==> config.mk <==
export PLATFORM = sky130hd
export DESIGN_NAME = gss_ram
export DESIGN_NICKNAME = d
export VERILOG_FILES = /design/src/hdl/gss_ram.sv
export SDC_FILE = /design/constraint.sdc
export NUM_CORES = 2
export LEC_CHECK = 0
export BUFFER_PORTS_ARGS = -buffer_cell sky130_fd_sc_hd__buf_2
export CORE_AREA = 2 2 368 370
export DETAILED_ROUTE_END_ITERATION = 12
export DIE_AREA = 0 0 370 372
export GPL_ROUTABILITY_DRIVEN = 1
export PLACE_DENSITY = 0.75
export RECOVER_POWER = 25
export SLEW_MARGIN = 10
export SYNTH_ARGS = -nofsm -noshare
export SYNTH_HDL_FRONTEND = slang
export SYNTH_SLANG_ARGS = --single-unit
==> constraint.sdc <==
create_clock -name clk -period 4.2 [get_ports clk]
set_clock_uncertainty 0.15 [all_clocks]
set_input_delay 0.63 -clock clk [delete_from_list [all_inputs] [get_ports clk]]
set_output_delay 0.63 -clock clk [all_outputs]
set_load 0.02 [all_outputs]
==> src/hdl/gss_ram.sv <==
// ----------------------------------------------------------------------------
// gss_ram: generic single-write, single-read RAM
// One write port and one read port; read data is registered.
// ----------------------------------------------------------------------------
module gss_ram #(
  parameter int WIDTH = 8,
  parameter int DEPTH = 256
) (
  input  logic                     clk,
  input  logic                     we,
  input  logic [$clog2(DEPTH)-1:0] waddr,
  input  logic [WIDTH-1:0]         wdata,
  input  logic [$clog2(DEPTH)-1:0] raddr,
  output logic [WIDTH-1:0]         rdata
);

  logic [WIDTH-1:0] mem [DEPTH];

  // Write, then register the read
  always_ff @(posedge clk) begin
    if (we) begin
      mem[waddr] <= wdata;
    end
    rdata <= mem[raddr];
  end

endmodule

==> results.sh <==
export IMPL_status="finished, violations left"
export IMPL_violations="capacitance limit, slew limit"
export IMPL_finalHoldViolations=0
export IMPL_cts_hold_fix_buffers=0
export IMPL_slew_headroom=-1.40
export IMPL_ys_flop_type="edfxtp_1"
export IMPL_cts_root_buf="clkbuf_16"
export IMPL_cp_num_buf_inv=2
export IMPL_area_growth_pct=12.1
export IMPL_cts_sinks=2056
export IMPL_grt_overflow_total=0
export IMPL_period_needed_ns=3.56
export IMPL_grt_total_usage=0.284
export IMPL_ios=34
export IMPL_r2r_start="mem[131][0]"
export IMPL_multiInputGateArea_um2=16500
export IMPL_drc=0
export IMPL_crit_fanout=101
export IMPL_vias_per_cell=6.76
export IMPL_syn_area_per_cell_um2=21.3
export IMPL_cts_setup_buffers=0
export IMPL_synthesis_nets=3759
export IMPL_worst_pin_slew_ns=3.60
export IMPL_fmax_mhz=281
export IMPL_ys_types=55
export IMPL_hold_path_class="in2reg"
export IMPL_grt_max_degree=160
export IMPL_worstSkewPairLatency_ns=0.82
export IMPL_max_stage_delay_ns=1.57
export IMPL_cts_resized=0
export IMPL_antenna_found_initial=17
export IMPL_crit_family="buffers and inverters"
export IMPL_hpwl_um=119000
export IMPL_p_per_area_nw_per_um2=472
export IMPL_synth_area_um2=79600
export IMPL_die_w_um=370
export IMPL_end_kind="register"
export IMPL_grt_pass1_vias=40000
export IMPL_start_kind="input pin"
export IMPL_final_common_cell="edfxtp_1"
export IMPL_synthArstFlopShare=0
export IMPL_period_share=0.847
export IMPL_maxSlewViolCount=1115
export IMPL_required_ns=4.41
export IMPL_htreeDepth=4
export IMPL_vias=40100
export IMPL_rsz0062_at_grt="no"
export IMPL_setup_viol=0
export IMPL_ys_warn_count=0
export IMPL_nFillCells=8257
export IMPL_synth_edff_count=2048
export IMPL_ant_nets=0
export IMPL_drtIter0Drc=6165
export IMPL_syn_inst=3733
export IMPL_cts_path_max_buffers=3
export IMPL_cts_tree="yes"
export IMPL_crit_chain="clkbuf_2 -> clkbuf_2"
export IMPL_regArea_um2=61700
export IMPL_drt_total_wl_um=193000
export IMPL_drive_above_1_share=0.249
export IMPL_crit_type="in2reg"
export IMPL_hold_path_startpoint="waddr[1]"
export IMPL_critPathSlowestCell="clkbuf_2"
export IMPL_row_count=135
export IMPL_grt_pass1_wl_um=280000
export IMPL_die_h_um=372
export IMPL_crit_path_start="wdata[5]"
export IMPL_cap_viol_max_count=9
export IMPL_cts_buffers=193
export IMPL_synth_seq_area_share=0.775
export IMPL_place_gp_congestion=0.867
export IMPL_arrival_ns=3.76
export IMPL_dieArea_um2=138000
export IMPL_fin_setup_tns_ns=0
export IMPL_peakVddDrop_mv=0.455
export IMPL_p_leak_nw=27.9
export IMPL_final_nets=4010
export IMPL_coreArea_um2=134000
export IMPL_fin_hold_ws_ns=0.393
export IMPL_path_common_cell="clkbuf_2"
export IMPL_yosys_register_bits=2056
export IMPL_layout_common_cells="edfxtp_1 (2048), mux4_2 (454), nor2_1 (279)"
export IMPL_dr_pass1_iters=6
export IMPL_place_port_buffers=33
export IMPL_clk_pin_slew_worst_paths_ns=0.07
export IMPL_routedWlPerCell_um=32.5
export IMPL_start_util=0.592
## metrics by stage
step	worst slack, ns	area [um^2]	util	power, mW	instances
2_1_floorplan	1.48	79600	-	24.2	3733
3_3_place_gp	0.152	83000	0.618	25.1	5570
3_5_place_dp	0.113	83000	0.618	25.2	5570
4_1_cts	0.995	89200	0.664	42.2	5927
5_1_grt	0.452	89100	0.664	43.1	5932
6_report	0.645	89200	0.664	42.1	5936
## report_power, final
group,internal [mW],leakage (nW),total [mW],switching (mW)
logic,0.753,6.34,2.11,1.36
registers,22.6,18.5,22.7,0.0408
clock network,9.82,3.05,17.3,7.45
## worst reg2reg max path: stages (launching register included)
cell       delay, ns
edfxtp_1        0.39
mux4_2          0.50
mux4_2          0.49
nor2_1          0.20
a2111oi_0       0.11
nor3_1          0.94
nor4_2          0.12
## worst paths after layout
kind	endpoint	slack, ns	cells after the start
hold reg to reg	rdata[5]	0.75	6
setup / recovery	mem[207][5]	0.64	2
setup reg to reg	rdata[0]	1.15	6
hold / removal	mem[219][7]	0.39	4
## synthesized netlist by cell type, types with 24 or more instances
| cell | count | area [um^2] |
|---|---|---|
| clkbuf_1 | 111 | 417 |
| nor4_1 | 24 | 150 |
| nor2_1 | 282 | 1060 |
| nand3_1 | 34 | 170 |
| buf_2 | 31 | 155 |
| o221ai_1 | 46 | 403 |
| o22ai_1 | 28 | 175 |
| mux2i_1 | 134 | 1340 |
| mux4_2 | 454 | 10200 |
| edfxtp_1 | 2048 | 61500 |
| a21oi_1 | 96 | 480 |
| a22oi_1 | 133 | 998 |
| buf_4 | 27 | 203 |
| nand2_1 | 33 | 124 |
| nor2b_1 | 31 | 194 |
## sequential cells by signal, indices dropped and copies added, names as in the netlist
signal	flops
rdata	8
mem	2048
## metal layers
layer | up-vias | GRT usage | share of wire
met5 | - | 0 | 0.00070
met4 | 12 | 0.0970 | 0.035
met3 | 403 | 0.0702 | 0.12
met2 | 2621 | 0.442 | 0.48
met1 | 20800 | 0.401 | 0.37
li1 | 16200 | - | -
## area by class of cell
class	instances	area share
antenna	9	0.000253
clock buffer	248	0.0577
clock inverter	109	0.0122
inverter	2	0.0000842
multi-input combinational	1442	0.185
sequential	2056	0.692
tap	1781	0.0250
timing repair buffer	289	0.0282
## logic make-up (layout without fill, tap and decap cells)
kind of cell / Yosys count / count (layout) / synth area share
other: 0 / 9 / 0
and+or+nand+nor: 466 / 466 / 0.0263
AOI/OAI and AO/OA: 385 / 385 / 0.0342
buffers and inverters: 235 / 648 / 0.0183
DFF: 2056 / 2056 / 0.775
muxes: 591 / 591 / 0.146
No activity file was read; power rests on OpenSTA's default activity.
