<file path="src/hdl/gss_pkg.sv">
// ----------------------------------------------------------------------------
// gss_pkg: shared constants and types for the generational sparse set
// Sizes, operation and status codes, and the compare unit's result bundle.
// ----------------------------------------------------------------------------
package gss_pkg;

  // Storage sizes
  localparam int CAPACITY   = 256;
  localparam int VALUE_BITS = 32;
  localparam int GEN_BITS   = 16;
  localparam int SLOT_BITS  = $clog2(CAPACITY);
  localparam int COUNT_BITS = $clog2(CAPACITY + 1);
  localparam int OP_BITS    = 3;
  localparam int STAT_BITS  = 3;
  localparam int CMP_BITS   = (GEN_BITS > COUNT_BITS) ? GEN_BITS : COUNT_BITS;

  // Operation codes
  localparam logic [OP_BITS-1:0] OP_ACQUIRE    = 3'd0;
  localparam logic [OP_BITS-1:0] OP_DISCARD    = 3'd1;
  localparam logic [OP_BITS-1:0] OP_GET        = 3'd2;
  localparam logic [OP_BITS-1:0] OP_SET        = 3'd3;
  localparam logic [OP_BITS-1:0] OP_CLEAR      = 3'd4;
  localparam logic [OP_BITS-1:0] OP_READ_INDEX = 3'd5;

  // Status codes
  localparam logic [STAT_BITS-1:0] ST_OK       = 3'd0;
  localparam logic [STAT_BITS-1:0] ST_NULL     = 3'd1;
  localparam logic [STAT_BITS-1:0] ST_RANGE    = 3'd2;
  localparam logic [STAT_BITS-1:0] ST_STALE    = 3'd3;
  localparam logic [STAT_BITS-1:0] ST_NOT_LIVE = 3'd4;
  localparam logic [STAT_BITS-1:0] ST_FULL     = 3'd5;
  localparam logic [STAT_BITS-1:0] ST_INDEX    = 3'd6;

  // Compare unit flags
  typedef struct packed {
    logic lt;
    logic eq;
  } cmp_res_t;

endpackage

</file>
<file path="src/hdl/gss_cmp.sv">
// ----------------------------------------------------------------------------
// gss_cmp: shared compare unit
// Unsigned less-than and equality on one operand pair, reused by each compare step.
// ----------------------------------------------------------------------------
module gss_cmp (
  input  logic [gss_pkg::CMP_BITS-1:0] a,
  input  logic [gss_pkg::CMP_BITS-1:0] b,
  output gss_pkg::cmp_res_t            res
);

  // Compare the selected operands
  always_comb begin
    res.lt = (a < b);
    res.eq = (a == b);
  end

endmodule

</file>
<file path="config.mk">
export PLATFORM = sky130hd
export DESIGN_NAME = gss_cmp
export DESIGN_NICKNAME = d
export VERILOG_FILES = /design/src/hdl/gss_pkg.sv /design/src/hdl/gss_cmp.sv
export SDC_FILE = /design/constraint.sdc
export NUM_CORES = 1
export LEC_CHECK = 0
export BUFFER_PORTS_ARGS = -buffer_cell sky130_fd_sc_hd__buf_2
export CAP_MARGIN = 10
export CORE_AREA = 2 2 39 41
export DETAILED_ROUTE_END_ITERATION = 8
export DIE_AREA = 0 0 41 43
export PLACE_DENSITY = 0.65
export SETUP_SLACK_MARGIN = 0.2
export SYNTH_ARGS = -nofsm -noshare
export SYNTH_HDL_FRONTEND = slang
export SYNTH_SLANG_ARGS = --single-unit
</file>
<file path="constraint.sdc">
create_clock -name vclk -period 2.3
set_input_delay 0.115 -clock vclk [all_inputs]
set_output_delay 0.115 -clock vclk [all_outputs]
set_load 0.1 [all_outputs]
</file>
==> reports/results.md, run 1 <==
| Quantity | Value | Unit |
|---|---|---|
| Top Usage Layer GRT | met2 | - |
| Die Ht | 43 | µm |
| Drt pass-1 iters | 1 | - |
| Largest net degree at the start of global routing | 4 | - |
| Number of DRC violations after detailed routing | 0 | - |
| Number of flip-flops and latches | 0 | - |
| PnR Total Power | 104.2 | µW |
| Kind of capture point of the worst setup path | output port | - |
| Top achievable clock speed | 527.9 | MHz |
| Post-detailed-routing wire length | 878 | µm |
| Number of violations reported at the end of detailed-routing iteration 0 | 0 | - |
| Max capacitance violation total | 0 | - |
| Setup crit start | b[14] | - |
| Final cycle utilization of the critical path | 0.8235 | - |
| Total Neg Setup Slack | 0 | ns |
| Syn_nets | 104 | - |
| Sequential cell area | 0 | µm² |
| Site Rows | 14 | - |
| Data arrival, critical path | 1.78 | ns |
| Max FO, Critical Path | 3 | - |
| Hold worst-path end | res[1] | - |
| Via density per instance | 4.585 | - |
| Top cell by count, worst path | sky130_fd_sc_hd__buf_2 | - |
| Final ANT Viol Nets | 0 | - |
| Vias | 486 | - |
| Met2 Use GR | 0.1969 | - |
| Global routing usage on met3 | 0 | - |
| Number of antenna repair diodes | 0 | - |
| Proportion of synthesized chip area in sequential cells | 0 | - |
| Max-slew violations | 0 | - |
| Data required time of the critical path | 2.18 | ns |
| Final min period | 1.894 | ns |
| Post-cts hold buffer count | 0 | - |
| Avg Inst Size Synth | 7.127 | µm² |
| Syn. warnings | 0 | - |
| Relative area change from synthesis to final layout | 49.53 | % |
| Cell Chain, Critical Path | buf_2 -> inv_1 -> ha_1 -> nand4_1 -> or4_4 -> nor2_2 -> buf_2 | - |
| Setup Buffers After CTS | 0 | - |
| Startpoint kind of the worst setup timing path | input port | - |
| Met1 usage | 0.1234 | - |
| Count of endpoints failing setup in the final report | 0 | - |
| Gp weighted congestion | 0.6512 | - |
| Count of clock buffers in the final design | 0 | - |
| Leakage component of the power | 0.0003873 | µW |
| Maximum VDD drop | 0.06320 | mV |
| Fraction of final layout cells with drive strength greater than 1 | 0.4222 | - |
| Wire length per cell after detailed routing | 8.283 | µm |
| Hold Crit Depth | 5 | - |
| Port bufs | 34 | - |
| Critical path class | input port to output port | - |
| Max-Slew Margin vs Limit | 0.6757 | - |
| CP bufs+invs | 3 | - |
| HPWL reported at the end of detailed placement | 860.5 | µm |
| Floorplan Core Area | 1384 | µm² |
| Total power per unit cell area | 174.6 | nW/µm² |
| Via count of the first global-routing pass | 418 | - |
| Total congestion overflow | 0 | - |
| Family with the most delay on the worst path | simple AND/OR/NAND/NOR gates | - |
| Effective utilization at floorplan | 0.2884 | - |
| Synthesized instance count | 56 | - |
| Result of the run | complete, no violations | - |
| Number of gates resized after cts | 0 | - |
| Number of nets in the finished design | 140 | - |
| Antenna violations before repair | 0 | - |
| Final-report hold violation count | 0 | - |
| Post-Syn Area | 399.1 | µm² |
| Number of top-level pins | 34 | - |
| Worst min path class | input port to output port | - |
| Largest stage delay on the critical path | 0.58 | ns |
| Startpoint of the lowest-slack hold path | a[15] | - |
| Worst-margin pin slew | 0.4898 | ns |
| Global-route usage over all layers | 0.1019 | - |
| Die outline area | 1763 | µm² |
| Synth unique cells | 15 | - |
| Global-route wire length before repair | 1386 | µm |
| Unrepaired setup endpoints after global routing | no | - |
| Die X | 41 | µm |
| Crit path max-delay cell type | sky130_fd_sc_hd__or4_4 | - |
-- cell families (layout without fill, tap and decap cells) --
logic type	count (synthesis)	after routing	synth area share
AO/OA/AOI/OAI	11	11	0.1724
adder cells (fa/ha/maj)	16	16	0.5016
buffers and inverters	16	50	0.1505
AND/OR/NAND/NOR	13	13	0.1756
-- power breakdown --
part	switching [µW]	total (µW)	internal, µW
sequential	0	0	0
clock	0	0	0
combinational	55.9	104	48.3
total	55.9	104	48.3
-- cell usage after synthesis --
cell,instances,area (µm²)
sky130_fd_sc_hd__nor2b_1,1,6.260
sky130_fd_sc_hd__nor2_1,2,7.510
sky130_fd_sc_hd__ha_1,16,200.2
sky130_fd_sc_hd__nand4_1,3,18.77
sky130_fd_sc_hd__a221o_1,1,10.01
sky130_fd_sc_hd__nand2_1,3,11.26
sky130_fd_sc_hd__inv_1,16,60.06
sky130_fd_sc_hd__nand3_1,2,10.01
sky130_fd_sc_hd__a21oi_1,6,30.03
sky130_fd_sc_hd__or4_4,1,11.26
sky130_fd_sc_hd__a21oi_2,1,8.760
sky130_fd_sc_hd__o21ai_0,1,5.000
sky130_fd_sc_hd__o211ai_1,1,7.510
sky130_fd_sc_hd__a21o_1,1,7.510
sky130_fd_sc_hd__nor3_1,1,5.000
-- worst max-delay path by stage --
stage / end / slack (ns) / cells past startpoint
global placement: res[0] / 0.41 / 7
global route: res[0] / 0.29 / 7
finish: res[0] / 0.41 / 7
CTS: res[0] / 0.39 / 7
detailed placement: res[0] / 0.40 / 7
floorplan: res[1] / -0.01 / 6
-- per-layer routing --
metal	part of all wire	vias to the layer above
met5	0	-
met4	0	0
met3	0.085	0
met2	0.51	18
met1	0.41	205
li1	-	263
-- area by class of cell --
| cell class | count | area, µm² |
|---|---|---|
| multi-input cells | 40 | 346.6 |
| well taps | 16 | 20.02 |
| inverters | 16 | 60.06 |
| repair buffers | 34 | 170.2 |
| fillers | 161 | 787.0 |
-- metrics by stage --
step                      hold WS, ns  cells    util  cell area (µm²)  worst slack [ns]
after floorplan                0.6596     56       -            406.6          -0.01177
after global placement         0.8770    106  0.4313            596.8            0.4089
after detailed placement       0.8927    106  0.4313            596.8            0.3970
after CTS                      0.8933    106  0.4313            596.8            0.3915
after global routing           0.9454    106  0.4313            596.8            0.2892
final                          0.8871    106  0.4313            596.8            0.4058
-- layout by cell type (no fill, tap or decap) --
cell type                  count
sky130_fd_sc_hd__o211ai_1      1
sky130_fd_sc_hd__a21oi_1       6
sky130_fd_sc_hd__o21ai_0       1
sky130_fd_sc_hd__nor2_1        1
sky130_fd_sc_hd__nand2_1       3
sky130_fd_sc_hd__nand4_1       3
sky130_fd_sc_hd__inv_1        16
sky130_fd_sc_hd__or4_4         1
sky130_fd_sc_hd__a221o_1       1
sky130_fd_sc_hd__nor2b_1       1
sky130_fd_sc_hd__nor2_2        1
sky130_fd_sc_hd__nand3_1       2
sky130_fd_sc_hd__a21oi_2       1
sky130_fd_sc_hd__buf_2        34
sky130_fd_sc_hd__nor3_2        1
sky130_fd_sc_hd__ha_1         16
sky130_fd_sc_hd__a21o_1        1
No activity file was read; power rests on OpenSTA's default activity.
==> run 2: changes to the inputs <==
==> constraint.sdc (replaced) <==
create_clock -name vclk -period 1.9
set_input_delay 0.095 -clock vclk [all_inputs]
set_output_delay 0.095 -clock vclk [all_outputs]
set_load 0.1 [all_outputs]
==> run 2 against run 1 <==
Die area is the same; worst setup slack lost 0.15 ns; cell area grew 33%; combinational power grew 70%; non-clock buffer count is the same; via count grew 1.0%; highest routed layer unchanged; count of clock-buffer cells in the layout is the same.
==> reports/results.md, run 2 (synthesis results as in run 1) <==
| Quantity | Value | Unit |
|---|---|---|
| Die Ht | 43 | µm |
| Final-report hold violation count | 0 | - |
| Worst min path class | input port to output port | - |
| Die X | 41 | µm |
| Total congestion overflow | 0 | - |
| Via count of the first global-routing pass | 487 | - |
| Data required time of the critical path | 1.80 | ns |
| Cell count after placement | 106 | - |
| Hold Crit Depth | 5 | - |
| Final min period | 1.646 | ns |
| Max FO, Critical Path | 2 | - |
| Number of violations reported at the end of detailed-routing iteration 0 | 0 | - |
| Worst-margin pin slew | 0.2571 | ns |
| HPWL reported at the end of detailed placement | 932 | µm |
| Die outline area | 1763 | µm² |
| Floorplan Core Area | 1384 | µm² |
| Largest net degree at the start of global routing | 4 | - |
| Kind of capture point of the worst setup path | output port | - |
| Final cell count without fillers | 106 | - |
| Leading cell types in the layout, fill and taps excluded | sky130_fd_sc_hd__buf_2 (32), sky130_fd_sc_hd__inv_1 (9), sky130_fd_sc_hd__ha_4 (9), sky130_fd_sc_hd__ha_1 (7), sky130_fd_sc_hd__inv_2 (4) | - |
| Vias | 491 | - |
| Number of top-level pins | 34 | - |
| Effective utilization at floorplan | 0.2884 | - |
| Most common library cell in the layout ignoring fill and taps | sky130_fd_sc_hd__buf_2 | - |
| Data arrival, critical path | 1.55 | ns |
| Final cycle utilization of the critical path | 0.8661 | - |
| Max-slew violations | 0 | - |
| Number of antenna repair diodes | 0 | - |
| Via density per instance | 4.632 | - |
| Post-detailed-routing wire length | 946 | µm |
| Wire length per cell after detailed routing | 8.925 | µm |
| Max capacitance violation total | 0 | - |
| Port bufs | 34 | - |
| Count of clock buffers in the final design | 0 | - |
| Hold worst-path end | res[1] | - |
| Number of nets in the finished design | 140 | - |
| Site Rows | 14 | - |
| Startpoint kind of the worst setup timing path | input port | - |
| Antenna violations before repair | 0 | - |
| Number of flip-flops and latches | 0 | - |
| Top achievable clock speed | 607.7 | MHz |
| Global-route usage over all layers | 0.1261 | - |
| Result of the run | complete, no violations | - |
| Final ANT Viol Nets | 0 | - |
| Startpoint of the lowest-slack hold path | a[15] | - |
| Fillers | 132 | - |
| Leakage component of the power | 0.0003983 | µW |
| Critical path class | input port to output port | - |
| Number of DRC violations after detailed routing | 0 | - |
| Total power per unit cell area | 222.9 | nW/µm² |
| Sequential cell area | 0 | µm² |
| Fraction of final layout cells with drive strength greater than 1 | 0.6333 | - |
| Relative area change from synthesis to final layout | 98.43 | % |
| Global-route wire length before repair | 1697 | µm |
| Gp weighted congestion | 0.6887 | - |
| Max-Slew Margin vs Limit | 0.8278 | - |
| Total Neg Setup Slack | 0 | ns |
| Drt pass-1 iters | 1 | - |
| Unrepaired setup endpoints after global routing | yes | - |
| Maximum VDD drop | 0.1462 | mV |
| Count of endpoints failing setup in the final report | 0 | - |
-- run 2: cell counts in the layout (fill, tap and decap cells not counted) --
No cell type changed its count.
-- run 2: worst max path at each step --
stage / from / end / slack, ns / cells after the start
final: b[5] / res[1] / 0.25 / 8
after global routing: b[8] / res[1] / 0.18 / 8
after CTS: a[8] / res[1] / 0.24 / 7
after detailed placement: b[14] / res[1] / 0.19 / 8
after global placement: b[14] / res[1] / 0.20 / 8
after floorplan: b[5] / res[1] / 0.15 / 6
-- run 2: per-stage QoR --
stage,worst slack [ns],power (µW),area (µm²),util,hold slack (ns)
after floorplan,0.1490,107.8,564.3,-,0.5613
after global placement,0.2041,174.3,784.5,0.5669,0.7806
after detailed placement,0.1862,178.7,784.5,0.5669,0.7733
after CTS,0.2449,181.1,792.0,0.5723,0.7817
after global routing,0.1787,198.9,792.0,0.5723,0.8067
final,0.2544,176.6,792.0,0.5723,0.7702
-- run 2: layout make-up --
| class | instances | area [µm²] | share of cell area |
|---|---|---|---|
| well taps | 16 | 20.02 | 0.02528 |
| inverters | 16 | 82.58 | 0.1043 |
| multi-input cells | 40 | 489.2 | 0.6177 |
| repair buffers | 34 | 200.2 | 0.2528 |
-- run 2: power by group --
group	leakage, µW	switching (µW)	internal [µW]
logic	0.000398	89.0	87.5
clock network	0	0	0
registers	0	0	0
total	0.000398	89.0	87.5
-- run 2: layer usage --
metal	wire length, µm	vias up	track usage
met1	373	208	0.1592
met2	501	18	0.2344
met3	70	0	0.005236
met5	0	-	0
li1	-	265	-
met4	0	0	0
-- run 2: what timing repair did --
action	4_1_cts	5_1_grt
resized for setup	1	0
setup buffers	0	0
hold buffers	0	0
pin swaps	1	0
setup endpoints to repair	1	1
-- run 2: critical path: stages --
cell and delay [ns]:
sky130_fd_sc_hd__buf_2 0.16, sky130_fd_sc_hd__inv_12 0.03, sky130_fd_sc_hd__ha_4 0.26, sky130_fd_sc_hd__nand2_1 0.05, sky130_fd_sc_hd__or4_4 0.57, sky130_fd_sc_hd__a21oi_4 0.15
sky130_fd_sc_hd__nor3_4 0.06, sky130_fd_sc_hd__buf_12 0.16
